==> src/rtl/core/stfc_pkg.sv <==
// ---------------------------------------------------------------------------
// stfc_pkg: shared definitions for the segment table free/coalesce unit
// Widths, operation and status codes, cell commands and the saturating add
// used by every cell of the segment row.
// ---------------------------------------------------------------------------
`default_nettype none

package stfc_pkg;

   localparam int TABLE_DEPTH  = 64;
   localparam int ADDRESS_BITS = 16;
   localparam int ID_BITS      = 8;
   localparam int CNT_BITS     = $clog2(TABLE_DEPTH + 1);
   localparam int ENTRY_COUNT_BITS = 7;
   localparam int STATUS_BITS  = 2;

   localparam logic OP_APPEND  = 1'b0;
   localparam logic OP_RELEASE = 1'b1;

   localparam logic [STATUS_BITS-1:0] STATUS_DONE      = 2'd0;
   localparam logic [STATUS_BITS-1:0] STATUS_NOT_FOUND = 2'd1;
   localparam logic [STATUS_BITS-1:0] STATUS_FULL      = 2'd2;

   typedef struct packed {
      logic [ID_BITS-1:0]      seg_id;
      logic                    is_proc;
      logic [ADDRESS_BITS-1:0] base;
      logic [ADDRESS_BITS-1:0] size;
   } seg_entry_type;

   typedef enum logic [2:0] {
      CMD_NONE,
      CMD_APPEND,
      CMD_CAPTURE,
      CMD_ABSORB_RIGHT,
      CMD_TAKE_LEFT,
      CMD_CLEAR_PROC,
      CMD_SHIFT
   } cell_cmd_type;

   typedef struct packed {
      cell_cmd_type       cmd;
      logic [ID_BITS-1:0] id;
      seg_entry_type      entry;
   } cell_ctrl_type;

   typedef struct packed {
      logic found;
      logic prev_hole;
      logic next_hole;
   } row_status_type;

   function automatic logic [ADDRESS_BITS-1:0] sat_add(
      input logic [ADDRESS_BITS-1:0] a,
      input logic [ADDRESS_BITS-1:0] b
   );
      logic [ADDRESS_BITS:0] sum;
      sum = {1'b0, a} + {1'b0, b};
      if (sum[ADDRESS_BITS]) begin
         return '1;
      end
      return sum[ADDRESS_BITS-1:0];
   endfunction

endpackage

`default_nettype wire

==> src/rtl/core/segment_table_free_coalesce_unit.sv <==
// ---------------------------------------------------------------------------
// segment_table_free_coalesce_unit: ordered segment table with coalescing
// Top level: a row of segment cells driven by a sequencer.
// ---------------------------------------------------------------------------
// An append transaction is taken in the idle state and its result appears in
// the next cycle. A release is taken, then matches the id across all cells
// at once, then looks at the neighbors and merges sizes; it ends there when
// the segment simply turns into a hole or is not found. When it merges with
// one neighboring hole, a shift step follows in which the row of cells shifts
// down by one slot to remove an entry; when it merges with holes on both
// sides, a second merge step and a second shift follow. The unit works on one
// transaction at a time, and takes a new one as soon as its result register
// is free or being read in the same cycle.
`default_nettype none

module segment_table_free_coalesce_unit (
   input  wire                                   clock,
   input  wire                                   reset,
   input  wire                                   req_valid,
   output logic                                  req_stall,
   input  wire                                   req_opcode,
   input  wire  [stfc_pkg::ID_BITS-1:0]          req_segment_id,
   input  wire                                   req_is_process,
   input  wire  [stfc_pkg::ADDRESS_BITS-1:0]     req_base_address,
   input  wire  [stfc_pkg::ADDRESS_BITS-1:0]     req_segment_size,
   output logic                                  rsp_valid,
   input  wire                                   rsp_stall,
   output logic [stfc_pkg::STATUS_BITS-1:0]      rsp_status,
   output logic [stfc_pkg::ENTRY_COUNT_BITS-1:0] rsp_entry_count
);

   localparam int DEPTH = stfc_pkg::TABLE_DEPTH;

   stfc_pkg::cell_ctrl_type   ctrl;
   stfc_pkg::row_status_type  row_status;
   logic [stfc_pkg::CNT_BITS-1:0] count;

   stfc_pkg::seg_entry_type data  [DEPTH];
   stfc_pkg::seg_entry_type left_data  [DEPTH];
   stfc_pkg::seg_entry_type right_data [DEPTH];
   logic [DEPTH-1:0] mark;
   logic [DEPTH-1:0] left_mark;
   logic [DEPTH-1:0] right_mark;
   logic [DEPTH-1:0] valid;
   logic [DEPTH-1:0] wr_sel;
   logic [DEPTH-1:0] prev_vec;
   logic [DEPTH-1:0] next_vec;
   logic [DEPTH:0]   match_seen;

   assign match_seen[0] = 1'b0;

   for (genvar i = 0; i < DEPTH; i++) begin : g_cell
      assign valid[i]  = (stfc_pkg::CNT_BITS'(i) < count);
      assign wr_sel[i] = (stfc_pkg::CNT_BITS'(i) == count);

      if (i == 0) begin : g_first
         assign left_data[i] = '0;
         assign left_mark[i] = 1'b0;
      end else begin : g_mid_left
         assign left_data[i] = data[i-1];
         assign left_mark[i] = mark[i-1];
      end

      if (i == DEPTH - 1) begin : g_last
         assign right_data[i] = '0;
         assign right_mark[i] = 1'b0;
      end else begin : g_mid_right
         assign right_data[i] = data[i+1];
         assign right_mark[i] = mark[i+1];
      end

      // A hole right before the match, and a hole right after it.
      assign prev_vec[i] = right_mark[i] & valid[i] & ~data[i].is_proc;
      assign next_vec[i] = left_mark[i] & valid[i] & ~data[i].is_proc;

      stfc_cell u_cell (
         .clock      (clock),
         .reset      (reset),
         .ctrl       (ctrl),
         .valid      (valid[i]),
         .wr_sel     (wr_sel[i]),
         .before_in  (match_seen[i]),
         .left_data  (left_data[i]),
         .left_mark  (left_mark[i]),
         .right_data (right_data[i]),
         .right_mark (right_mark[i]),
         .before_out (match_seen[i+1]),
         .data       (data[i]),
         .mark       (mark[i])
      );
   end

   assign row_status.found     = |mark;
   assign row_status.prev_hole = |prev_vec;
   assign row_status.next_hole = |next_vec;

   stfc_ctrl u_ctrl (
      .clock            (clock),
      .reset            (reset),
      .req_valid        (req_valid),
      .req_stall        (req_stall),
      .req_opcode       (req_opcode),
      .req_segment_id   (req_segment_id),
      .req_is_process   (req_is_process),
      .req_base_address (req_base_address),
      .req_segment_size (req_segment_size),
      .rsp_valid        (rsp_valid),
      .rsp_stall        (rsp_stall),
      .rsp_status       (rsp_status),
      .rsp_entry_count  (rsp_entry_count),
      .row_status       (row_status),
      .ctrl             (ctrl),
      .count            (count)
   );

endmodule

`default_nettype wire

==> src/rtl/core/stfc_cell.sv <==
// ---------------------------------------------------------------------------
// stfc_cell: one slot of the segment row
// Holds one table entry plus its first-match and tail flags, and updates
// itself from the broadcast command and the entries of its two neighbors.
// ---------------------------------------------------------------------------
`default_nettype none

module stfc_cell (
   input  wire                    clock,
   input  wire                    reset,
   input  stfc_pkg::cell_ctrl_type ctrl,
   input  wire                    valid,
   input  wire                    wr_sel,
   input  wire                    before_in,
   input  stfc_pkg::seg_entry_type left_data,
   input  wire                    left_mark,
   input  stfc_pkg::seg_entry_type right_data,
   input  wire                    right_mark,
   output logic                   before_out,
   output stfc_pkg::seg_entry_type data,
   output logic                   mark
);

   stfc_pkg::seg_entry_type data_ff, data_in;
   logic mark_ff, mark_in;
   logic tail_ff, tail_in;
   logic hit;

   // The first-match chain ripples from cell 0 upward.
   assign hit        = valid && (data_ff.seg_id == ctrl.id);
   assign before_out = before_in | hit;

   always_comb begin
      data_in = data_ff;
      mark_in = mark_ff;
      tail_in = tail_ff;
      case (ctrl.cmd)
         stfc_pkg::CMD_APPEND: begin
            if (wr_sel) begin
               data_in = ctrl.entry;
            end
         end
         stfc_pkg::CMD_CAPTURE: begin
            mark_in = hit & ~before_in;
            tail_in = before_out;
         end
         stfc_pkg::CMD_ABSORB_RIGHT: begin
            if (right_mark) begin
               data_in.size = stfc_pkg::sat_add(data_ff.size, right_data.size);
            end
         end
         stfc_pkg::CMD_TAKE_LEFT: begin
            if (left_mark) begin
               data_in.base = left_data.base;
               data_in.size = stfc_pkg::sat_add(left_data.size, data_ff.size);
            end
         end
         stfc_pkg::CMD_CLEAR_PROC: begin
            if (mark_ff) begin
               data_in.is_proc = 1'b0;
            end
         end
         stfc_pkg::CMD_SHIFT: begin
            if (tail_ff) begin
               data_in = right_data;
            end
         end
         default: begin
         end
      endcase
   end

   always_ff @(posedge clock) begin
      data_ff <= data_in;
      if (reset) begin
         mark_ff <= 1'b0;
         tail_ff <= 1'b0;
      end else begin
         mark_ff <= mark_in;
         tail_ff <= tail_in;
      end
   end

   assign data = data_ff;
   assign mark = mark_ff;

endmodule

`default_nettype wire

==> src/rtl/core/stfc_ctrl.sv <==
// ---------------------------------------------------------------------------
// stfc_ctrl: sequencer of the segment table
// Accepts transactions, keeps the entry count, steps the cell row through
// match, merge and shift commands, and holds the result register.
// ---------------------------------------------------------------------------
`default_nettype none

module stfc_ctrl (
   input  wire                                       clock,
   input  wire                                       reset,
   input  wire                                       req_valid,
   output logic                                      req_stall,
   input  wire                                       req_opcode,
   input  wire  [stfc_pkg::ID_BITS-1:0]              req_segment_id,
   input  wire                                       req_is_process,
   input  wire  [stfc_pkg::ADDRESS_BITS-1:0]         req_base_address,
   input  wire  [stfc_pkg::ADDRESS_BITS-1:0]         req_segment_size,
   output logic                                      rsp_valid,
   input  wire                                       rsp_stall,
   output logic [stfc_pkg::STATUS_BITS-1:0]          rsp_status,
   output logic [stfc_pkg::ENTRY_COUNT_BITS-1:0]     rsp_entry_count,
   input  stfc_pkg::row_status_type                  row_status,
   output stfc_pkg::cell_ctrl_type                   ctrl,
   output logic [stfc_pkg::CNT_BITS-1:0]             count
);

   typedef enum logic [2:0] {
      ST_IDLE,
      ST_MATCH,
      ST_EVAL,
      ST_SHIFT1,
      ST_ABSORB2,
      ST_SHIFT2
   } state_type;

   state_type state_ff, state_in;
   logic [stfc_pkg::CNT_BITS-1:0] count_ff, count_in;
   logic [stfc_pkg::ID_BITS-1:0] id_ff, id_in;
   logic second_ff, second_in;
   logic rsp_valid_ff, rsp_valid_in;
   logic [stfc_pkg::STATUS_BITS-1:0] status_ff, status_in;
   logic [stfc_pkg::ENTRY_COUNT_BITS-1:0] entry_count_ff, entry_count_in;
   logic accept;
   logic full;

   assign req_stall = (state_ff != ST_IDLE) || (rsp_valid_ff && rsp_stall);
   assign accept    = req_valid && !req_stall;
   assign full      = (count_ff == stfc_pkg::CNT_BITS'(stfc_pkg::TABLE_DEPTH));

   always_comb begin
      state_in       = state_ff;
      count_in       = count_ff;
      id_in          = id_ff;
      second_in      = second_ff;
      rsp_valid_in   = rsp_valid_ff && rsp_stall;
      status_in      = status_ff;
      entry_count_in = entry_count_ff;
      ctrl.cmd       = stfc_pkg::CMD_NONE;
      ctrl.id        = id_ff;
      ctrl.entry.seg_id  = req_segment_id;
      ctrl.entry.is_proc = req_is_process;
      ctrl.entry.base    = req_base_address;
      ctrl.entry.size    = req_segment_size;

      case (state_ff)
         ST_IDLE: begin
            if (accept) begin
               if (req_opcode == stfc_pkg::OP_APPEND) begin
                  rsp_valid_in = 1'b1;
                  if (full) begin
                     status_in      = stfc_pkg::STATUS_FULL;
                     entry_count_in = stfc_pkg::ENTRY_COUNT_BITS'(count_ff);
                  end else begin
                     ctrl.cmd       = stfc_pkg::CMD_APPEND;
                     count_in       = count_ff + stfc_pkg::CNT_BITS'(1);
                     status_in      = stfc_pkg::STATUS_DONE;
                     entry_count_in = stfc_pkg::ENTRY_COUNT_BITS'(count_in);
                  end
               end else begin
                  id_in    = req_segment_id;
                  state_in = ST_MATCH;
               end
            end
         end
         ST_MATCH: begin
            ctrl.cmd = stfc_pkg::CMD_CAPTURE;
            state_in = ST_EVAL;
         end
         ST_EVAL: begin
            if (!row_status.found) begin
               rsp_valid_in   = 1'b1;
               status_in      = stfc_pkg::STATUS_NOT_FOUND;
               entry_count_in = stfc_pkg::ENTRY_COUNT_BITS'(count_ff);
               state_in       = ST_IDLE;
            end else if (row_status.prev_hole) begin
               ctrl.cmd  = stfc_pkg::CMD_ABSORB_RIGHT;
               second_in = row_status.next_hole;
               state_in  = ST_SHIFT1;
            end else if (row_status.next_hole) begin
               ctrl.cmd  = stfc_pkg::CMD_TAKE_LEFT;
               second_in = 1'b0;
               state_in  = ST_SHIFT1;
            end else begin
               ctrl.cmd       = stfc_pkg::CMD_CLEAR_PROC;
               rsp_valid_in   = 1'b1;
               status_in      = stfc_pkg::STATUS_DONE;
               entry_count_in = stfc_pkg::ENTRY_COUNT_BITS'(count_ff);
               state_in       = ST_IDLE;
            end
         end
         ST_SHIFT1: begin
            ctrl.cmd = stfc_pkg::CMD_SHIFT;
            count_in = count_ff - stfc_pkg::CNT_BITS'(1);
            if (second_ff) begin
               state_in = ST_ABSORB2;
            end else begin
               rsp_valid_in   = 1'b1;
               status_in      = stfc_pkg::STATUS_DONE;
               entry_count_in = stfc_pkg::ENTRY_COUNT_BITS'(count_in);
               state_in       = ST_IDLE;
            end
         end
         ST_ABSORB2: begin
            // The hole that followed the released entry now sits at its slot.
            ctrl.cmd = stfc_pkg::CMD_ABSORB_RIGHT;
            state_in = ST_SHIFT2;
         end
         ST_SHIFT2: begin
            ctrl.cmd       = stfc_pkg::CMD_SHIFT;
            count_in       = count_ff - stfc_pkg::CNT_BITS'(1);
            rsp_valid_in   = 1'b1;
            status_in      = stfc_pkg::STATUS_DONE;
            entry_count_in = stfc_pkg::ENTRY_COUNT_BITS'(count_in);
            state_in       = ST_IDLE;
         end
         default: begin
            state_in = ST_IDLE;
         end
      endcase
   end

   always_ff @(posedge clock) begin
      id_ff          <= id_in;
      second_ff      <= second_in;
      status_ff      <= status_in;
      entry_count_ff <= entry_count_in;
      if (reset) begin
         state_ff     <= ST_IDLE;
         count_ff     <= '0;
         rsp_valid_ff <= 1'b0;
      end else begin
         state_ff     <= state_in;
         count_ff     <= count_in;
         rsp_valid_ff <= rsp_valid_in;
      end
   end

   assign rsp_valid       = rsp_valid_ff;
   assign rsp_status      = status_ff;
   assign rsp_entry_count = entry_count_ff;
   assign count           = count_ff;

endmodule

`default_nettype wire

==> config.mk <==
export PLATFORM = sky130hd
export DESIGN_NAME = segment_table_free_coalesce_unit
export DESIGN_NICKNAME = d
export VERILOG_FILES = /design/src/rtl/core/stfc_pkg.sv /design/src/rtl/core/segment_table_free_coalesce_unit.sv /design/src/rtl/core/stfc_cell.sv /design/src/rtl/core/stfc_ctrl.sv
export SDC_FILE = /design/constraint.sdc
export NUM_CORES = 2
export LEC_CHECK = 0
export CAP_MARGIN = 20
export CORE_MARGIN = 2
export CORE_UTILIZATION = 40
export CTS_CLUSTER_SIZE = 30
export DETAILED_ROUTE_END_ITERATION = 6
export DONT_BUFFER_PORTS = 1
export GPL_TIMING_DRIVEN = 0
export PLACE_DENSITY = 0.64
export SKIP_LAST_GASP = 1
export SYNTH_ARGS = -nofsm -noshare
export SYNTH_HDL_FRONTEND = slang
export SYNTH_SLANG_ARGS = --single-unit
==> constraint.sdc <==
create_clock -name clock -period 7.52 [get_ports clock]
set_clock_uncertainty 0.15 [all_clocks]
set_input_delay 0.752 -clock clock [delete_from_list [all_inputs] [get_ports clock]]
set_output_delay 0.752 -clock clock [all_outputs]
set_load 0.005 [all_outputs]
; Word-level counts from Yosys, hierarchy flattened
; Cells that the tools add are included.
[word_totals]
ff_bits = 2780
in_bits = 46
out_inout_bits = 11
elab_cells = 2947
[classes]
add_sub_neg = 65
magnitude_cmp = 64
eq_ne = 463
muxes = 1118
bitwise_logic = 505
n_reduce_logical = 342
[op_table]
columns = op, count
row1 = $mux 41, 128
row2 = $mux 16, 252
row3 = $pmux 16 s4, 62
row4 = $pmux 16 s3, 65
row5 = $mux 32, 63
row6 = $add 16x16->17, 63
row7 = $pmux 8 s2, 64
row8 = $ne 2x1->1 const B, 319
row9 = $eq 8x8->1, 64
row10 = $reduce_and 4->1, 128
row11 = $mux 1, 389
row12 = $and 1x1->1, 315
row13 = $reduce_and 5->1, 62
row14 = $eq 6x7->1 const A, 32
row15 = $lt 6x7->1 const A, 32
row16 = $reduce_and 3->1, 67
row17 = $pmux 1 s3, 64
row18 = $not 1->1, 127
row19 = $reduce_or 63->1, 2
row20 = $eq 5x7->1 const A, 16
row21 = $lt 5x7->1 const A, 16
row22 = $logic_and 1x1->1, 66
row23 = $reduce_or 64->1, 1
row24 = $or 1x1->1, 63
row25 = other kinds (35), 97

; Longest topological paths before layout
[depth]
word_depth = 66
depth_mapped = 15
mapped_depth_nobuf = 10

; By module
; From an unflattened synthesis, not the netlist that was laid out.
[unflattened]
hier_cells = 29126
area_unflattened_um2 = 255707.7
[modules_own_cells]
columns = mod, n_inst, cells_per_inst, area_per_inst_um2, seq_area_each_um2
row1 = stfc_cell at g_cell[0].u_cell ..., 30, 436, 3902.5, 1271.2
row2 = stfc_cell at g_cell[37].u_cell ..., 28, 454, 3945.0, 1271.2
row3 = stfc_cell at g_cell[62].u_cell ..., 6, 442, 3915.0, 1271.2
row4 = segment_table_free_coalesce_unit, 1, 476, 2690.1, 0.0
row5 = stfc_ctrl, 1, 206, 1991.9, 760.7

; Least setup slack after synthesis
; OpenSTA, ideal clock, no wires.
[synth_path]
path_type = reg2reg
startpoint = register u_ctrl.count_ff, in the netlist u_ctrl.count[0]
endpoint = register g_cell[41].u_cell.data_ff, in the netlist g_cell[41].u_cell.data[33], enable pin
setup_time_ps = 383
t_arrival_ps = 3201
required_ps = 6987
slack_ps = 3786
path_stages_with_launch = 12
n_path_buf = 4
period_less_slack_ps = 3734
path_cell_list = dfxtp_1 clkbuf_1 clkbuf_1 clkbuf_1 inv_1 ha_1 nand2_1 nor3_1 nor2_1 clkbuf_1 nor2_1 nor3_1
[synth_via]
elab_chain_cells = 11
word_cells_on_any_way = 333
classes_between = order compare (64) / eq/ne (6) / mux (7) / bitwise (252) / reduce/logical (4)
[synth_lines]
columns = item, line
row1 = start: declaration, stfc_ctrl.sv:37  ; logic [stfc_pkg::CNT_BITS-1:0] count_ff, count_in;
row2 = start signal: assignment, stfc_ctrl.sv:153  ; count_ff <= count_in;
row3 = "$lt 1x7->1, or another cell as far along", segment_table_free_coalesce_unit.sv:53  ; assign valid[i] = (stfc_pkg::CNT_BITS'(i) < count);
row4 = $and 1x1->1 (2 in a row), segment_table_free_coalesce_unit.sv:74  ; assign next_vec[i] = left_mark[i] & valid[i] & ~data[i].is_proc;
row5 = $reduce_or 63->1, segment_table_free_coalesce_unit.sv:95  ; assign row_status.next_hole = |next_vec;
row6 = $mux 1, stfc_ctrl.sv:99  ; end else if (row_status.next_hole) begin
row7 = $mux 3, stfc_ctrl.sv:95  ; end else if (row_status.prev_hole) begin
row8 = $mux 3, stfc_ctrl.sv:90  ; if (!row_status.found) begin
row9 = $pmux 3 s5, stfc_ctrl.sv:65  ; case (state_ff)
row10 = $eq 3x3->1 / $eq 3x1->1 (equally long branches), stfc_cell.sv:37  ; case (ctrl.cmd)
row11 = $ne 2x1->1 (no line) / $reduce_bool 2->1 (equally long branches), --
row12 = $reduce_and 3->1 (no line) (*), --
row13 = end signal: assignment, stfc_cell.sv:74  ; data_ff <= data_in;
row14 = end: declaration, stfc_cell.sv:24  ; stfc_pkg::seg_entry_type data_ff, data_in;
; Mark *: on every way between the ends. The rest lies on a longest branch, timed or not.
; A chain may end at the register's enable or synchronous reset.

; Worst setup path in the final report
[layout_path]
startpoint = register u_ctrl.count_ff, in the netlist u_ctrl.count[1]
endpoint = register g_cell[62].u_cell.data_ff, in the netlist g_cell[62].u_cell.data[40], enable pin
[layout_via]
elab_chain_cells = 11
word_cells_on_any_way = 333
classes_between = order compare (64) / eq/ne (6) / mux (7) / bitwise (252) / reduce/logical (4)
[layout_lines]
columns = item, line
row1 = "$lt 1x7->1, or another cell as far along", segment_table_free_coalesce_unit.sv:53
row2 = $and 1x1->1 (2 in a row), segment_table_free_coalesce_unit.sv:74
row3 = $reduce_or 63->1, segment_table_free_coalesce_unit.sv:95
row4 = $mux 1, stfc_ctrl.sv:99
row5 = $mux 3, stfc_ctrl.sv:95
row6 = $mux 3, stfc_ctrl.sv:90
row7 = $pmux 3 s5, stfc_ctrl.sv:65
row8 = $eq 3x3->1 / $eq 3x1->1 (equally long branches), stfc_cell.sv:37
row9 = $ne 2x1->1 (no line) / $reduce_bool 2->1 (equally long branches), --
row10 = $reduce_and 3->1 (no line) (*), --
row11 = end signal: assignment, stfc_cell.sv:74
row12 = end: declaration, stfc_cell.sv:24
; Marks and branches as above.

==> flow_summary.yaml <==
worst_setup_path:
  path_max_fanout: 10
  critPathKind: "register to register"
  worstPathRequired_ps: 7650
  crit_start: "u_ctrl.count[1]$_SDFFE_PP0P_"
  r2r_cells: 12
  path_cells: "buf_2, buf_1, clkbuf_1, inv_1, ha_1, nand2_1, nor3_1, nor2_1, clkbuf_1, nor2_1, clkbuf_1, nor2_1"
  slowest_stage: "nor2_1"
  r2r-start: "u_ctrl.count[1]$_SDFFE_PP0P_"
  cp_slowest_stage_delay_ps: 1010
  crit_end: "g_cell[62].u_cell.data[40]$_DFFE_PP_"
  start_kind: "register"
  r2r_end: "g_cell[62].u_cell.data[40]$_DFFE_PP_"
  arrival_ps: 7150
  rrSetupSlack_ps: 500
  worst_setup_path_end_kind: "register"
synthesis:
  synth_commonest_cells: "edfxtp_1 (594), a21o_1 (572), xnor2_1 (338)"
  synth_edf_count: 594
  synth_most_common_cell: "edfxtp_1"
  seq_area_frac_synth_pct: 52.70
  postSynthAreaPerCell_um2: 11.14
  synth_top_area_share_pct: 45.64
  ys_types: 80
  netlist_instances: 3509
  synth_nets: 3560
  synth-seq-cells: 732
  synthArstFlopShare_pct: 0
  synth_ff_type: "edfxtp_1"
  ys_top_cells_by_area: "edfxtp_1 (46%), a21o_1 (11%), xnor2_1 (7.6%)"
  synth_area_um2: 39090
  yosysTopAreaCell: "edfxtp_1"
  ys_warn_count: 0
floorplan:
  start_util_pct: 40.42
  die_h_um: 316.6
  die_width_um: 316.6
  rows: 114
  io_pins: 57
  dieArea_um2: 100200
  core_area_um2: 96710
layout:
  layout-drive-gt1-share_pct: 8.250
  fin_nets: 3703
  syn_to_final_growth_pct: 12.97
  layout.cells.non_filler: 5006
  fillers: 9082
clock_tree:
  cts_made_buffers: 83
  cts_tree: "done"
  post_cts_resized: 0
  cts_setup_buffers: 0
  cts_hold_buf: 0
  clk_pin_slew_ps: 60
  clockBufferDepth: 3
  clockRootBuffer: "clkbuf_16"
  h-tree-depth: 3
  insertion_delay_ps: 690
  clock_sink_count: 732
pwr:
  power_density_nw_per_um2: 228.4
  p_leak_uw: 0.01728
  peakVddDrop_v: 0.0001798
drt:
  drtIter0Drc: 6386
  num_vias: 34610
  dr.pass1.iters: 7
  drc_errors: 1
  wl_mm: 211.0
  wl_per_cell_um: 42.15
  avgViaCountPerCell: 6.914
  ant_nets: 0
timing:
  max_freq_mhz: 142.5
  fin_tns_setup_ps: 0
  finalMaxSlewViolations: 0
  fin_crit_sh_pct: 93.33
  slew_headroom_pct: 13.00
  hold_violations: 0
  finalSetupViolations: 0
  rsz0062_at_grt: "false"
  period_minus_slack_ps: 7018
  worst_pin_slew_ps: 1305
outcome:
  violations: "design-rule violations"
  status: "finished with violations"
global_routing:
  grt_max_degree: 14
  grt_use_total_pct: 41.33
  grt-ovfl-total: 0
  grt_first_pass_wirelength_mm: 278.4
  antenna_found_initial: 23
  grt_pass1_vias: 32060
placed_design:
  globalplace.congestion: 1.185
  portBuffers: 0
  dp.cells: 4831
  place_hpwl_mm: 160.7
min_path:
  min_path_type: "primary input to register"
run:
  max-cap-violations: 0
-- report_power, final --
part | internal (uW) | total, uW | switching (uW) | leakage, uW
clock | 2390 | 4210 | 1820 | 0.00134
combinational | 362 | 1130 | 770 | 0.00935
sequential | 4600 | 4750 | 147 | 0.00658
total | 7350 | 10100 | 2730 | 0.0173
-- through the flow --
stage	worst slack, ps	area [um^2]	util, %	power [uW]	hold slack, ps
2_1_floorplan	3786	39090	-	5401	288.4
3_3_place_gp	239.7	40680	42.07	5859	346.0
3_5_place_dp	1149	41290	42.70	5881	351.8
4_1_cts	1122	44020	45.52	9970	22.86
5_1_grt	730.3	44140	45.64	10220	27.54
6_report	501.9	44160	45.66	10090	33.19
-- registers in the layout (all words and copies together) (netlist names) --
register	flops
g_cell.u_cell.data	576
g_cell.u_cell.mark	64
g_cell.u_cell.tail_ff	63
u_ctrl.count	7
u_ctrl.id_ff	8
u_ctrl.rsp_entry_count	7
u_ctrl.rsp_status	2
u_ctrl.rsp_valid	1
u_ctrl.second_ff	1
u_ctrl.state_ff	3
-- kinds of logic after synthesis --
| kind of cell | synth area share (%) |
|---|---|
| and+or+nand+nor | 11.01 |
| buffers and inverters | 3.797 |
| adders and majority gates | 0.1601 |
| xor gates and xnor gates | 11.65 |
| AOI/OAI and AO/OA | 20.68 |
| DFF | 52.70 |
-- how the worst min path moves through the flow --
stage                                           startpoint                                     end  slack [ps]  depth (start not counted)
detailed placement  g_cell[48].u_cell.tail_ff$_SDFFE_PP0N_  g_cell[48].u_cell.tail_ff$_SDFFE_PP0N_         350                          2
global placement     g_cell[6].u_cell.tail_ff$_SDFFE_PP0N_   g_cell[6].u_cell.tail_ff$_SDFFE_PP0N_         350                          2
global route                             req_segment_id[7]               u_ctrl.id_ff[7]$_DFFE_PP_          30                          0
floorplan              g_cell[50].u_cell.mark$_SDFFE_PP0N_     g_cell[50].u_cell.mark$_SDFFE_PP0N_         290                          2
CTS                                      req_segment_id[6]               u_ctrl.id_ff[6]$_DFFE_PP_          20                          0
finish                                   req_segment_id[1]               u_ctrl.id_ff[1]$_DFFE_PP_          30                          0
-- per-layer routing --
metal,wire (um),global-route usage [%],share of wire (%)
met1,76600,52.24,36
met2,82240,55.97,39
met3,33810,18.18,16
met4,18040,29.03,8.5
met5,332,1.136,0.16
-- cell type report --
| type | instances | area, um^2 | area share [%] |
|---|---|---|---|
| Buffer | 303 | 1308 | 2.961 |
| Sequential cell | 732 | 20600 | 46.65 |
| Inverter | 48 | 180.2 | 0.4080 |
| Antenna cell | 9 | 22.52 | 0.05100 |
| Multi-Input combinational cell | 2426 | 17050 | 38.62 |
| Timing Repair Buffer | 58 | 670.6 | 1.519 |
| Clock buffer | 112 | 2341 | 5.301 |
| Tap cell | 1276 | 1597 | 3.616 |
| Clock inverter | 42 | 387.9 | 0.8784 |
-- worst max-delay path, delay by kind of cell (launching register included) --
family,cells,cell delay [ps]
adders and majority gates,1,440
buffers and inverters,6,2720
and+or+nand+nor,5,2750
DFF,1,510
-- cell usage in the layout, fill, tap and decap left out, types with 18 or more instances in the layout --
master,netlist,final
buf_1,22,24
o22a_1,18,18
nor4_1,84,83
nand2_1,114,114
xnor2_1,338,338
clkbuf_16,0,87
a22oi_1,23,23
xor2_1,182,182
nand4_1,104,104
a21oi_1,103,103
nor3_1,54,51
o21a_1,27,27
nor2b_1,27,27
and2_1,67,67
a211oi_1,35,34
nor2_1,146,146
o21ai_0,129,125
a31oi_1,26,26
edfxtp_1,594,594
a21o_1,572,572
buf_2,76,86
and3_1,19,19
nand2b_1,36,36
dfxtp_1,138,138
clkbuf_1,187,202
inv_1,48,48
buf_4,17,25
buf_8,0,22
nand3_1,49,49
o211a_1,57,57
Power figures use the tool's default switching activity.
